**config.mk**
```make
export PLATFORM = sky130hd
export DESIGN_NAME = hall_sensor_state_filter_flat
export DESIGN_NICKNAME = d
export VERILOG_FILES = /design/src/design/hss_pkg.sv /design/src/design/hss_ifs.sv /design/src/design/hss_cfg.sv /design/src/design/hss_front.sv /design/src/design/hss_queue.sv /design/src/design/hss_back.sv /design/src/design/hall_sensor_state_filter.sv /design/src/flat_wrapper.sv
export SDC_FILE = /design/constraint.sdc
export NUM_CORES = 1
export LEC_CHECK = 0
export BUFFER_PORTS_ARGS = -buffer_cell sky130_fd_sc_hd__clkbuf_2
export CAP_MARGIN = 30
export CORE_ASPECT_RATIO = 1.2
export CORE_MARGIN = 5
export CORE_UTILIZATION = 35
export DETAILED_ROUTE_END_ITERATION = 12
export SETUP_SLACK_MARGIN = 0.02
export SYNTH_ARGS = -nofsm -noshare
export SYNTH_HDL_FRONTEND = slang
export SYNTH_SLANG_ARGS = --single-unit
```
**constraint.sdc**
```tcl
create_clock -name clk -period 14.5 [get_ports clk]
set_input_delay 0 -clock clk [delete_from_list [all_inputs] [get_ports clk]]
set_output_delay 0 -clock clk [all_outputs]
set_load 0.1 [all_outputs]
```
**src/design/hss_pkg.sv**
```systemverilog
`timescale 1ns / 1ps

package hss_pkg;

  // Field widths fixed by the item and result formats
  localparam int CODE_W = 3;
  localparam int POS_W  = 3;
  localparam int TIME_W = 32;
  localparam int CAND_W = 4;
  localparam int CNT_W  = 8;
  localparam int SEQ_W  = 32;
  localparam int PER_W  = 16;

  localparam int DEF_MOTOR_COUNT = 2;
  localparam int QUEUE_DEPTH     = 2;

  // Six-step sequence length and the marker for codes outside it
  localparam logic [POS_W-1:0]  SEQ_LAST     = 3'd5;
  localparam logic [POS_W-1:0]  NO_POS       = 3'd7;
  localparam logic [CAND_W-1:0] NO_CANDIDATE = 4'd8;
  localparam logic [CNT_W-1:0]  CNT_MAX      = 8'hFF;

  // Item operations
  localparam logic OP_SAMPLE = 1'b0;
  localparam logic OP_EDGE   = 1'b1;

  // Register map, word index on the configuration port
  localparam int             ADDR_W             = 4;
  localparam logic [1:0]     REG_SAMPLE_PERIOD  = 2'd0;
  localparam logic [1:0]     REG_STABLE_COUNT   = 2'd1;
  localparam logic [1:0]     REG_MIN_TRANSITION = 2'd2;

  localparam logic [PER_W-1:0] RST_SAMPLE_PERIOD  = 16'd0;
  localparam logic [CNT_W-1:0] RST_STABLE_COUNT   = 8'd1;
  localparam logic [PER_W-1:0] RST_MIN_TRANSITION = 16'd0;

  typedef struct packed {
    logic [PER_W-1:0] sample_period;
    logic [CNT_W-1:0] stable_count;
    logic [PER_W-1:0] min_transition;
  } cfg_t;

  // Classified item as it travels from front to back
  typedef struct packed {
    logic              op;
    logic              motor;
    logic [CODE_W-1:0] uvw_code;
    logic [TIME_W-1:0] now_ms;
    logic              code_ok;
    logic [POS_W-1:0]  pos;
  } item_t;

  // Position of a UVW code in the sequence 1,5,4,6,2,3
  function automatic logic [POS_W-1:0] pos_of_code(input logic [CODE_W-1:0] code);
    logic [POS_W-1:0] p;
    case (code)
      3'd1:    p = 3'd0;
      3'd5:    p = 3'd1;
      3'd4:    p = 3'd2;
      3'd6:    p = 3'd3;
      3'd2:    p = 3'd4;
      3'd3:    p = 3'd5;
      default: p = NO_POS;
    endcase
    return p;
  endfunction

  function automatic logic [POS_W-1:0] next_pos(input logic [POS_W-1:0] p);
    return (p == SEQ_LAST) ? '0 : p + 3'd1;
  endfunction

  // Two codes are neighbors when one follows the other around the sequence
  function automatic logic codes_adjacent(input logic [CODE_W-1:0] a,
                                          input logic [CODE_W-1:0] b);
    logic [POS_W-1:0] pa;
    logic [POS_W-1:0] pb;
    pa = pos_of_code(a);
    pb = pos_of_code(b);
    if (pa == NO_POS || pb == NO_POS) begin
      return 1'b0;
    end
    return (next_pos(pa) == pb) || (next_pos(pb) == pa);
  endfunction

endpackage

```
**src/design/hss_ifs.sv**
```systemverilog
`timescale 1ns / 1ps

// Input channel: one hall sample or edge event per transaction
interface hss_item_if;
  logic        valid;
  logic        ready;
  logic        op;
  logic        motor;
  logic [2:0]  uvw_code;
  logic [31:0] now_ms;

  modport source (output valid, op, motor, uvw_code, now_ms, input ready);
  modport sink   (input valid, op, motor, uvw_code, now_ms, output ready);
endinterface

// Output channel: one accepted hall transition per transaction
interface hss_result_if;
  logic        valid;
  logic        ready;
  logic        out_motor;
  logic [2:0]  accepted_code;
  logic [2:0]  sector;
  logic [31:0] accept_time_ms;
  logic [31:0] sequence_number;

  modport source (output valid, out_motor, accepted_code, sector, accept_time_ms,
                  sequence_number, input ready);
  modport sink   (input valid, out_motor, accepted_code, sector, accept_time_ms,
                  sequence_number, output ready);
endinterface

```
**src/design/hss_cfg.sv**
```systemverilog
`timescale 1ns / 1ps

module hss_cfg
  import hss_pkg::*;
(
  input  logic              clk,
  input  logic              rst,
  input  logic              psel,
  input  logic              penable,
  input  logic              pwrite,
  input  logic [ADDR_W-1:0] paddr,
  input  logic [31:0]       pwdata,
  output logic [31:0]       prdata,
  output cfg_t              cfg
);

  logic       wr_en;
  logic [1:0] reg_idx;

  assign wr_en   = psel && penable && pwrite;
  assign reg_idx = paddr[3:2];

  // Write the addressed register in the access phase
  always_ff @(posedge clk) begin
    if (rst) begin
      cfg.sample_period  <= RST_SAMPLE_PERIOD;
      cfg.stable_count   <= RST_STABLE_COUNT;
      cfg.min_transition <= RST_MIN_TRANSITION;
    end else if (wr_en) begin
      case (reg_idx)
        REG_SAMPLE_PERIOD:  cfg.sample_period  <= pwdata[PER_W-1:0];
        REG_STABLE_COUNT:   cfg.stable_count   <= pwdata[CNT_W-1:0];
        REG_MIN_TRANSITION: cfg.min_transition <= pwdata[PER_W-1:0];
        default: ;
      endcase
    end
  end

  // Read back the addressed register, zero beyond the map
  always_comb begin
    case (reg_idx)
      REG_SAMPLE_PERIOD:  prdata = 32'(cfg.sample_period);
      REG_STABLE_COUNT:   prdata = 32'(cfg.stable_count);
      REG_MIN_TRANSITION: prdata = 32'(cfg.min_transition);
      default:            prdata = '0;
    endcase
  end

endmodule

```
**src/design/hss_front.sv**
```systemverilog
`timescale 1ns / 1ps

module hss_front
  import hss_pkg::*;
#(
  parameter int MOTOR_COUNT = DEF_MOTOR_COUNT
) (
  hss_item_if.sink item,
  input  logic     queue_ready,
  output logic     push_valid,
  output item_t    push_item
);

  logic motor_ok;

  // Drop items for motors that do not exist; accept them all the same
  assign motor_ok   = 32'(item.motor) < MOTOR_COUNT;
  assign item.ready = queue_ready;
  assign push_valid = item.valid && motor_ok;

  // Classify the code before it is queued
  always_comb begin
    push_item.op       = item.op;
    push_item.motor    = item.motor;
    push_item.uvw_code = item.uvw_code;
    push_item.now_ms   = item.now_ms;
    push_item.pos      = pos_of_code(item.uvw_code);
    push_item.code_ok  = push_item.pos != NO_POS;
  end

endmodule

```
**src/design/hss_queue.sv**
```systemverilog
`timescale 1ns / 1ps

module hss_queue
  import hss_pkg::*;
(
  input  logic  clk,
  input  logic  rst,
  input  logic  push_valid,
  input  item_t push_item,
  output logic  push_ready,
  output logic  pop_valid,
  output item_t pop_item,
  input  logic  pop
);

  localparam int PTR_W = $clog2(QUEUE_DEPTH);
  localparam int CNT_QW = $clog2(QUEUE_DEPTH + 1);

  item_t             slots [QUEUE_DEPTH];
  logic [PTR_W-1:0]  wr_ptr;
  logic [PTR_W-1:0]  rd_ptr;
  logic [CNT_QW-1:0] fill;
  logic              do_push;
  logic              do_pop;

  assign push_ready = fill != CNT_QW'(QUEUE_DEPTH);
  assign pop_valid  = fill != '0;
  assign pop_item   = slots[rd_ptr];
  assign do_push    = push_valid && push_ready;
  assign do_pop     = pop && pop_valid;

  // Advance pointers and track fill level
  always_ff @(posedge clk) begin
    if (rst) begin
      wr_ptr <= '0;
      rd_ptr <= '0;
      fill   <= '0;
    end else begin
      if (do_push) begin
        wr_ptr <= (wr_ptr == PTR_W'(QUEUE_DEPTH - 1)) ? '0 : wr_ptr + 1'b1;
      end
      if (do_pop) begin
        rd_ptr <= (rd_ptr == PTR_W'(QUEUE_DEPTH - 1)) ? '0 : rd_ptr + 1'b1;
      end
      if (do_push && !do_pop) begin
        fill <= fill + 1'b1;
      end else if (do_pop && !do_push) begin
        fill <= fill - 1'b1;
      end
    end
  end

  // Store the pushed item
  always_ff @(posedge clk) begin
    if (do_push) begin
      slots[wr_ptr] <= push_item;
    end
  end

endmodule

```
**src/design/hss_back.sv**
```systemverilog
`timescale 1ns / 1ps

module hss_back
  import hss_pkg::*;
#(
  parameter int MOTOR_COUNT = DEF_MOTOR_COUNT
) (
  input  logic  clk,
  input  logic  rst,
  input  cfg_t  cfg,
  input  logic  pop_valid,
  input  item_t pop_item,
  output logic  pop,
  hss_result_if.source result
);

  localparam int MIDX_W = (MOTOR_COUNT > 1) ? $clog2(MOTOR_COUNT) : 1;

  typedef struct packed {
    logic [CODE_W-1:0] latest_code;
    logic              has_latest;
    logic [CAND_W-1:0] cand_code;
    logic [CNT_W-1:0]  cand_count;
    logic [TIME_W-1:0] last_sample;
    logic [TIME_W-1:0] last_accept;
    logic [SEQ_W-1:0]  trans_count;
  } motor_state_t;

  motor_state_t      mstate [MOTOR_COUNT];
  motor_state_t      cur;
  motor_state_t      state_next;
  logic [MIDX_W-1:0] midx;
  logic [TIME_W-1:0] elapsed_sample;
  logic [TIME_W-1:0] elapsed_accept;
  logic              rate_drop;
  logic              same_cand;
  logic [CNT_W-1:0]  cnt_inc;
  logic              offer;
  logic              reject;
  logic              accept;
  logic              out_valid;

  assign midx = MIDX_W'(pop_item.motor);
  assign cur  = mstate[midx];
  assign pop  = pop_valid && (!out_valid || result.ready);

  // Evaluate rate limit, debounce and acceptance for the head item
  always_comb begin
    elapsed_sample = pop_item.now_ms - cur.last_sample;
    elapsed_accept = pop_item.now_ms - cur.last_accept;
    rate_drop = (cfg.sample_period != '0) &&
                (elapsed_sample < TIME_W'(cfg.sample_period));
    same_cand = {1'b0, pop_item.uvw_code} == cur.cand_code;
    cnt_inc   = (cur.cand_count == CNT_MAX) ? CNT_MAX : cur.cand_count + 8'd1;
    offer     = (pop_item.op == OP_EDGE) ||
                (!rate_drop && same_cand && (cnt_inc >= cfg.stable_count));
    reject    = cur.has_latest &&
                ((pop_item.uvw_code == cur.latest_code) ||
                 (elapsed_accept < TIME_W'(cfg.min_transition)) ||
                 !codes_adjacent(cur.latest_code, pop_item.uvw_code));
    accept    = offer && pop_item.code_ok && !reject;

    state_next = cur;
    if (pop_item.op == OP_SAMPLE && !rate_drop) begin
      state_next.last_sample = pop_item.now_ms;
      if (same_cand) begin
        state_next.cand_count = cnt_inc;
      end else begin
        state_next.cand_code  = {1'b0, pop_item.uvw_code};
        state_next.cand_count = 8'd1;
      end
    end
    if (offer && !pop_item.code_ok) begin
      state_next.cand_code  = NO_CANDIDATE;
      state_next.cand_count = '0;
    end
    if (accept) begin
      state_next.cand_code   = {1'b0, pop_item.uvw_code};
      state_next.cand_count  = cfg.stable_count;
      state_next.trans_count = cur.trans_count + 32'd1;
      state_next.latest_code = pop_item.uvw_code;
      state_next.has_latest  = 1'b1;
      state_next.last_accept = pop_item.now_ms;
    end
  end

  // Update motor state and the result valid flag
  always_ff @(posedge clk) begin
    if (rst) begin
      for (int i = 0; i < MOTOR_COUNT; i++) begin
        mstate[i] <= '{latest_code: '0, has_latest: 1'b0, cand_code: NO_CANDIDATE,
                       cand_count: '0, last_sample: '0, last_accept: '0,
                       trans_count: '0};
      end
      out_valid <= 1'b0;
    end else begin
      if (pop) begin
        mstate[midx] <= state_next;
        out_valid    <= accept;
      end else if (result.ready) begin
        out_valid <= 1'b0;
      end
    end
  end

  // Load the result payload on an accepted transition
  always_ff @(posedge clk) begin
    if (pop && accept) begin
      result.out_motor       <= pop_item.motor;
      result.accepted_code   <= pop_item.uvw_code;
      result.sector          <= pop_item.pos + 3'd1;
      result.accept_time_ms  <= pop_item.now_ms;
      result.sequence_number <= state_next.trans_count;
    end
  end

  assign result.valid = out_valid;

endmodule

```
**src/design/hall_sensor_state_filter.sv**
```systemverilog
`timescale 1ns / 1ps

// Hall sensor state filter for up to MOTOR_COUNT motors.
// item channel: one transaction per hall sample (op 0) or edge event (op 1),
//   with motor, UVW uvw_code and now_ms. Samples are rate limited by
//   sample_period_ms and debounced by stable_count; edge events go straight
//   to acceptance. Items for a motor that does not exist are taken and dropped.
// result channel: one transaction per accepted hall transition, carrying the
//   motor, code, sector 1..6, the item's time and the motor's running count.
// Configuration: APB registers at 0x0 (sample_period_ms), 0x4 (stable_count)
//   and 0x8 (min_transition_ms); write them only while the block is idle.
// Throughput: one item per cycle while the receiver keeps up. An item is
//   registered in the queue and then in the back end's result register,
//   and its result is valid once it has passed both.
//   The per-motor state is read, updated and written back on each pop.
// A two-entry queue sits between the classifying front end and the back end,
//   and the result register lets the next item proceed while the output is
//   taken in the same cycle. When the receiver stalls, the result holds, the
//   queue fills, and item.ready falls once it is full.
// Reset clears all motor state, the queue and the output, and restores the
//   register defaults; the block is ready for items as soon as reset is released.
module hall_sensor_state_filter
  import hss_pkg::*;
#(
  parameter int MOTOR_COUNT = DEF_MOTOR_COUNT
) (
  input  logic              clk,
  input  logic              rst,
  hss_item_if.sink          item,
  hss_result_if.source      result,
  input  logic              psel,
  input  logic              penable,
  input  logic              pwrite,
  input  logic [ADDR_W-1:0] paddr,
  input  logic [31:0]       pwdata,
  output logic [31:0]       prdata,
  output logic              pready
);

  cfg_t  cfg;
  logic  queue_ready;
  logic  push_valid;
  item_t push_item;
  logic  pop_valid;
  item_t pop_item;
  logic  pop;

  assign pready = 1'b1;

  hss_cfg u_cfg (
    .clk     (clk),
    .rst     (rst),
    .psel    (psel),
    .penable (penable),
    .pwrite  (pwrite),
    .paddr   (paddr),
    .pwdata  (pwdata),
    .prdata  (prdata),
    .cfg     (cfg)
  );

  hss_front #(.MOTOR_COUNT(MOTOR_COUNT)) u_front (
    .item        (item),
    .queue_ready (queue_ready),
    .push_valid  (push_valid),
    .push_item   (push_item)
  );

  hss_queue u_queue (
    .clk        (clk),
    .rst        (rst),
    .push_valid (push_valid),
    .push_item  (push_item),
    .push_ready (queue_ready),
    .pop_valid  (pop_valid),
    .pop_item   (pop_item),
    .pop        (pop)
  );

  hss_back #(.MOTOR_COUNT(MOTOR_COUNT)) u_back (
    .clk       (clk),
    .rst       (rst),
    .cfg       (cfg),
    .pop_valid (pop_valid),
    .pop_item  (pop_item),
    .pop       (pop),
    .result    (result)
  );

endmodule

```
**src/flat_wrapper.sv**
```systemverilog
// flat-port wrapper written by rule: the top's interface ports become plain ports
module hall_sensor_state_filter_flat import hss_pkg::*;
#(
  parameter int MOTOR_COUNT = DEF_MOTOR_COUNT
)
  (clk, rst, psel, penable, pwrite, paddr, pwdata, prdata, pready, item_valid, item_op, item_motor, item_uvw_code, item_now_ms, item_ready, result_valid, result_out_motor, result_accepted_code, result_sector, result_accept_time_ms, result_sequence_number, result_ready);
  hss_item_if item_i ();
  hss_result_if result_i ();
  input  logic clk;
  input  logic rst;
  input  logic psel;
  input  logic penable;
  input  logic pwrite;
  input  logic [ADDR_W-1:0] paddr;
  input  logic [31:0] pwdata;
  output logic [31:0] prdata;
  output logic pready;
  input wire logic [$bits(item_i.valid)-1:0] item_valid;
  input wire logic [$bits(item_i.op)-1:0] item_op;
  input wire logic [$bits(item_i.motor)-1:0] item_motor;
  input wire logic [$bits(item_i.uvw_code)-1:0] item_uvw_code;
  input wire logic [$bits(item_i.now_ms)-1:0] item_now_ms;
  output wire logic [$bits(item_i.ready)-1:0] item_ready;
  output wire logic [$bits(result_i.valid)-1:0] result_valid;
  output wire logic [$bits(result_i.out_motor)-1:0] result_out_motor;
  output wire logic [$bits(result_i.accepted_code)-1:0] result_accepted_code;
  output wire logic [$bits(result_i.sector)-1:0] result_sector;
  output wire logic [$bits(result_i.accept_time_ms)-1:0] result_accept_time_ms;
  output wire logic [$bits(result_i.sequence_number)-1:0] result_sequence_number;
  input wire logic [$bits(result_i.ready)-1:0] result_ready;
  assign item_i.valid = item_valid;
  assign item_i.op = item_op;
  assign item_i.motor = item_motor;
  assign item_i.uvw_code = item_uvw_code;
  assign item_i.now_ms = item_now_ms;
  assign item_ready = item_i.ready;
  assign result_valid = result_i.valid;
  assign result_out_motor = result_i.out_motor;
  assign result_accepted_code = result_i.accepted_code;
  assign result_sector = result_i.sector;
  assign result_accept_time_ms = result_i.accept_time_ms;
  assign result_sequence_number = result_i.sequence_number;
  assign result_i.ready = result_ready;
  hall_sensor_state_filter #(.MOTOR_COUNT(MOTOR_COUNT)) u_core (.clk(clk), .rst(rst), .item(item_i), .result(result_i), .psel(psel), .penable(penable), .pwrite(pwrite), .paddr(paddr), .pwdata(pwdata), .prdata(prdata), .pready(pready));
endmodule
```
## Word-level counts from Yosys, hierarchy flattened

Memories as Yosys holds them, arrays and structs flattened. A register that Yosys moved wholly into a read port is not among the register bits.
Index checks and enable logic that the tools add are counted.

| word-level totals | value |
|---|---|
| register bits | 116 |
| memory bits (writable) | 306 |
| word-level logic and storage cells | 132 |
| memories | 2 |

| cells by class | value |
|---|---|
| add/sub/neg operators | 11 |
| order comparisons | 3 |
| equality and inequality tests | 31 |
| muxes and demuxes | 34 |
| bitwise logic cells | 1 |
| reductions and logical operators | 38 |

Memory list:

| name | words | bits a word | rd ports | clocked after Yosys merged registers in | write ports | line | text |
|---|---|---|---|---|---|---|---|
| u_core.u_back.mstate | 2 | 112 | 1 | 0 | 2 | hss_back.sv:29 | `motor_state_t mstate [MOTOR_COUNT];` |
| u_core.u_queue.slots | 2 | 41 | 1 | 1 | 1 | hss_queue.sv:19 | `item_t slots [QUEUE_DEPTH];` |

Operators by type and width:

| operator | count |
|---|---|
| 2-to-1 mux 112 bit | 1 |
| OR reduction 112 bit | 1 |
| less-than comparator 32 x 16 -> 1 bit | 2 |
| 2-to-1 mux 64 bit | 1 |
| subtractor 32 bit | 2 |
| case mux 3 bit (6 select lines) | 3 |
| case mux 16 bit (3 select lines) | 1 |
| 2-to-1 mux 44 bit | 1 |
| == test 3 bit, second input constant | 13 |
| adder 32 x 1 -> 32 bit, second input constant | 1 |
| == test 3 x 2 -> 1 bit, second input constant | 6 |
| 2-to-1 mux 1 bit | 18 |
| logical AND 1 bit | 16 |
| 2-to-1 mux 16 bit | 1 |
| 2-to-1 mux 8 bit | 2 |
| nonzero test 16 bit | 1 |
| 2-to-1 mux 12 bit | 1 |
| adder 3 x 1 -> 3 bit, second input constant | 3 |
| == test 3 x 1 -> 1 bit, second input constant | 3 |
| == test 3 bit | 3 |
| adder 8 x 1 -> 8 bit, second input constant | 1 |
| == test 8 bit, second input constant | 1 |
| >= comparator 8 bit | 1 |
| logical NOT 1 bit | 7 |
| 16 further kinds | 28 |

## Logic depth before layout (Yosys ltp)

An unclocked memory read counts as a cell.

| logic depth | value |
|---|---|
| depth in word-level cells | 15 |
| depth in mapped cells | 42 |

## By module

Synthesis repeated with hierarchy kept, for this count alone.

| unflattened totals | value |
|---|---|
| cell total of the unflattened synthesis | 2220 |
| area, all modules | 24552.3 um^2 |

Modules (own cells, without submodules):

| module | times used | cells an instance | area each (um^2) | seq. area each (um^2) |
|---|---|---|---|---|
| hss_back | 1 | 1800 | 18933.2 | 8878.5 |
| hss_queue | 1 | 152 | 3171.8 | 2562.5 |
| hss_cfg | 1 | 216 | 2085.8 | 800.8 |
| hss_front | 1 | 50 | 350.3 | 0.0 |
| hall_sensor_state_filter | 1 | 2 | 11.3 | 0.0 |

## Least setup slack after synthesis

OpenSTA, ideal clock, no wires.

| path | value |
|---|---|
| path kind | register to register |
| from | reg with a tool-made name |
| to | reg u_core.u_back.result.accept_time_ms[0] (enable) |
| setup time | 0.501 ns |
| arrival | 10.321 ns |
| setup slack | 3.678 ns |
| stages on the path, launching flop included | 40 |
| path buffers | 15 |
| clock period less this slack | 10.822 ns |
| cell sequence | dfxtp_1 -> buf_6 -> mux2i_4 -> inv_2 -> buf_6 -> buf_6 -> buf_4 -> buf_4 -> buf_2 -> buf_2 -> clkbuf_1 -> buf_1 -> buf_2 -> buf_1 -> mux2i_1 -> ha_1 -> clkbuf_1 -> nand2_1 -> [... 4 more ...] -> a31oi_1 -> xnor2_1 -> ha_1 -> and4_1 -> and3_1 -> nor4_1 -> o211ai_1 -> nor4_1 -> o211a_1 -> and4_1 -> nand4_1 -> or4_1 -> o211ai_2 -> a21o_1 -> buf_2 -> buf_4 -> buf_2 -> nor2_1 |

RTL lines:

| item | line | text |
|---|---|---|
| end signal, assigned | hss_back.sv:112 | `result.accept_time_ms <= pop_item.now_ms;` |
| end, declared | hss_ifs.sv:26 | `modport source (output valid, out_motor, accepted_code, sector, accept_time_ms,` |

==> results.cfg <==
[status]
status = completed

[timing]
fin_tns_setup_ns = 0
drv_slew = 0
min_period_ns = 9.259
hold_ws_ns = 0.04372
relSlewSlack_pct = 29.60
rsz0062_at_grt = false
fin_skew_ns = 0.007996
worst_pin_slew_ns = 1.054
hold_viol = 0
period_share_pct = 63.86
max_freq_ghz = 0.1080
final-setup-viol-count = 0

[die]
fp.dieH_um = 300.9
die_w_um = 252.4
rows = 106
die-area_um2 = 75960
io_pins = 186
start_util_pct = 35.38
coreArea_um2 = 69760

[pwr]
finalPower_w = 0.006288
powerDensity_nw_per_um2 = 221.3
ir_drop_mv = 0.1136
p_leak_nw = 10.54

[grt]
grtUsageMet3_pct = 2.453
grt_pass1_vias = 19040
gr-total-overflow = 0
grt_busiest_layer = met2
antenna_found_initial = 0
use_met1_pct = 21.23
grt_pass1_wl_um = 109200
grt_max_degree = 77
use_met2_pct = 33.67
grtUsageTotal_pct = 18.24

[finish]
nets = 2700
diodes = 0
register_area_um2 = 12240
final_area_um2 = 28410
drive_gt1_share_pct = 13.42
area_growth_syn_to_layout_pct = 15.10
fillers = 6808
multiInputGateArea_um2 = 11510

[worst_hold_path]
holdPathEnd = u_core.u_cfg.cfg[29]$_SDFFE_PP0P_
holdPathStages = 6
hold_class = input pin to register
hold_start = penable

[logic_synthesis]
synth.area.top_cells = edfxtp_1 (46%), mux2i_1 (7.1%), ha_1 (4.7%)
ys_seq_area_share_pct = 49.59
syn_area_um2 = 24680
synth_cell_types = 90
synth-main-ff-cell = edfxtp_1
avgSynthCellArea_um2 = 10.45
synth_top_area_share_pct = 45.86
synth-edff-count = 377
synthTopCellsByCount = edfxtp_1 (377), nor2_1 (268), nand2_1 (214), mux2i_1 (176), a21oi_1 (132)
synth_top_cell_by_area = edfxtp_1
synthCells = 2361
yosysWarnings = 0
async_flop_share_pct = 0
ys_ff_latch = 423
yosysMostFrequentCell = edfxtp_1

[flow_run]
max_cap_violations = 0

[routing]
drtPass1Iterations = 7
vias = 19010
via_per_inst = 5.460
drtIter0Drc = 1212
remaining_drc_errors = 0
wl_per_cell_um = 20.68
routed_wl_um = 71990
ant_nets = 0

[clock_network]
ctsHtreeMaxLevel = 2
cts.repair.resized = 0
post_cts_buffers = 0
cts_made_buffers = 46
clock_latency_ns = 0.59
clock-sinks = 423
cts_tree = yes
cts_max_path_buffers = 3
cts_root_buf = clkbuf_16
clkTransAtPathRegs_ns = 0.06

[setup_path]
path_max_fanout = 76
slowest_stage = buf_4
reg2reg_depth = 28
reg2reg_to = u_core.u_back.mstate[0][104]$_SDFFCE_PN0P_
worst-path-buf-inv = 3
crit_arrival_ns = 9.65
cp-start-kind = register
end_kind = register
crit_type = register to register
reg2reg_slack_ns = 5.24
crit_path_max_incr_delay_ns = 0.78
cp_top_family = compound AO/OA/AOI/OAI gates
cp.required_ns = 14.90

[placement]
dp_hpwl_um = 51050
portBuffers = 150
gp_congestion = 0.9169
dpl_cell_area_um2 = 26360
==> layer usage <==
layer  up-vias  wire, µm
li1       9056         -
met1      9230     27790
met2       580     37650
met3       141      3491
met4         0      3062
met5         -         0
==> logic make-up after synthesis <==
family	Yosys count	share of synthesized area, %
fa+ha+maj	95	4.795
xor+xnor	79	2.803
mux	253	10.81
buf+inv	238	4.217
simple gates	817	15.54
other cells	2	0.03042
compound gates	454	12.21
flops	423	49.59
==> what timing repair did <==
| action | CTS | global route |
|---|---|---|
| hold endpoints to repair | 128 | 0 |
| hold buffers | 56 | 0 |
| setup endpoints to repair | 0 | 0 |
==> worst min-delay path, cell delays in order <==
cell and delay (ns):
clkbuf_2 0.08, nand3_1 0.12, nor3_1 0.06, buf_4 0.20, nand2_1 0.08, a21oi_1 0.05
==> stage by stage <==
stage          utilization, %  setup WS [ns]  cells
6_report                40.73          5.241   3481
5_1_grt                 40.73          4.555   3481
4_1_cts                 40.73          5.243   3481
3_5_place_dp            37.78          5.270   3341
3_3_place_gp            37.62          5.480   3336
2_1_floorplan               -          3.678   2376
==> layout make-up <==
cell class / instances / share of cell area, %
Clock buffer: 59 / 4.298
Clock inverter: 25 / 0.9601
Inverter: 104 / 1.392
Multi-Input combinational cell: 1715 / 40.52
Sequential cell: 423 / 43.09
Tap cell: 918 / 4.043
Timing Repair Buffer: 237 / 5.690
==> cell usage in the layout, fill, tap and decap left out, drive strengths merged, types with 18 or more instances in the layout <==
master / count
edfxtp: 377
nor2: 268
nand2: 214
clkbuf: 209
mux2i: 180
a21oi: 133
inv: 102
ha: 93
nor3: 82
o21ai: 77
mux2: 72
xnor2: 59
dlygate4sd3: 56
nand3: 49
dfxtp: 46
nand4: 40
a21o: 39
buf: 31
nor4: 30
a211oi: 24
a31oi: 23
or3: 23
and2: 20
o21a: 20
xor2: 20
clkinv: 19
and3: 18
==> worst max-delay path by stage <==
stage                                                  endpoint  cells past startpoint      from
2_1_floorplan  u_core.u_back.result.accept_time_ms[0]$_DFFE_PP_                     39  register
3_3_place_gp         u_core.u_back.mstate[1][104]$_SDFFCE_PN0P_                     27  register
3_5_place_dp         u_core.u_back.mstate[0][104]$_SDFFCE_PN0P_                     28  register
4_1_cts              u_core.u_back.mstate[0][104]$_SDFFCE_PN0P_                     28  register
5_1_grt              u_core.u_back.mstate[0][104]$_SDFFCE_PN0P_                     28  register
6_report             u_core.u_back.mstate[0][104]$_SDFFCE_PN0P_                     28  register
==> power by group <==
group	leakage (nW)	internal, W	switching, W
Clock	0.716	0.000685	0.000493
Sequential	4.12	0.00160	0.0000711
Combinational	5.70	0.00115	0.00228
Total	10.5	0.00344	0.00285
==> flip-flops by register name, summed over array words and instances, names as in the netlist, named ones only <==
name,count
u_core.u_back.result.out_motor,1
u_core.u_queue.fill,2
u_core.u_back.result.sequence_number,32
u_core.u_back.result.accept_time_ms,32
u_core.u_cfg.cfg,40
u_core.u_back.mstate,224
u_core.u_back.result.valid,1
u_core.u_queue.wr_ptr,1
u_core.u_queue.slots,82
u_core.u_queue.rd_ptr,1
u_core.u_back.result.accepted_code,3
u_core.u_back.result.sector,3
Note: power is estimated with default switching activity, not from simulation.
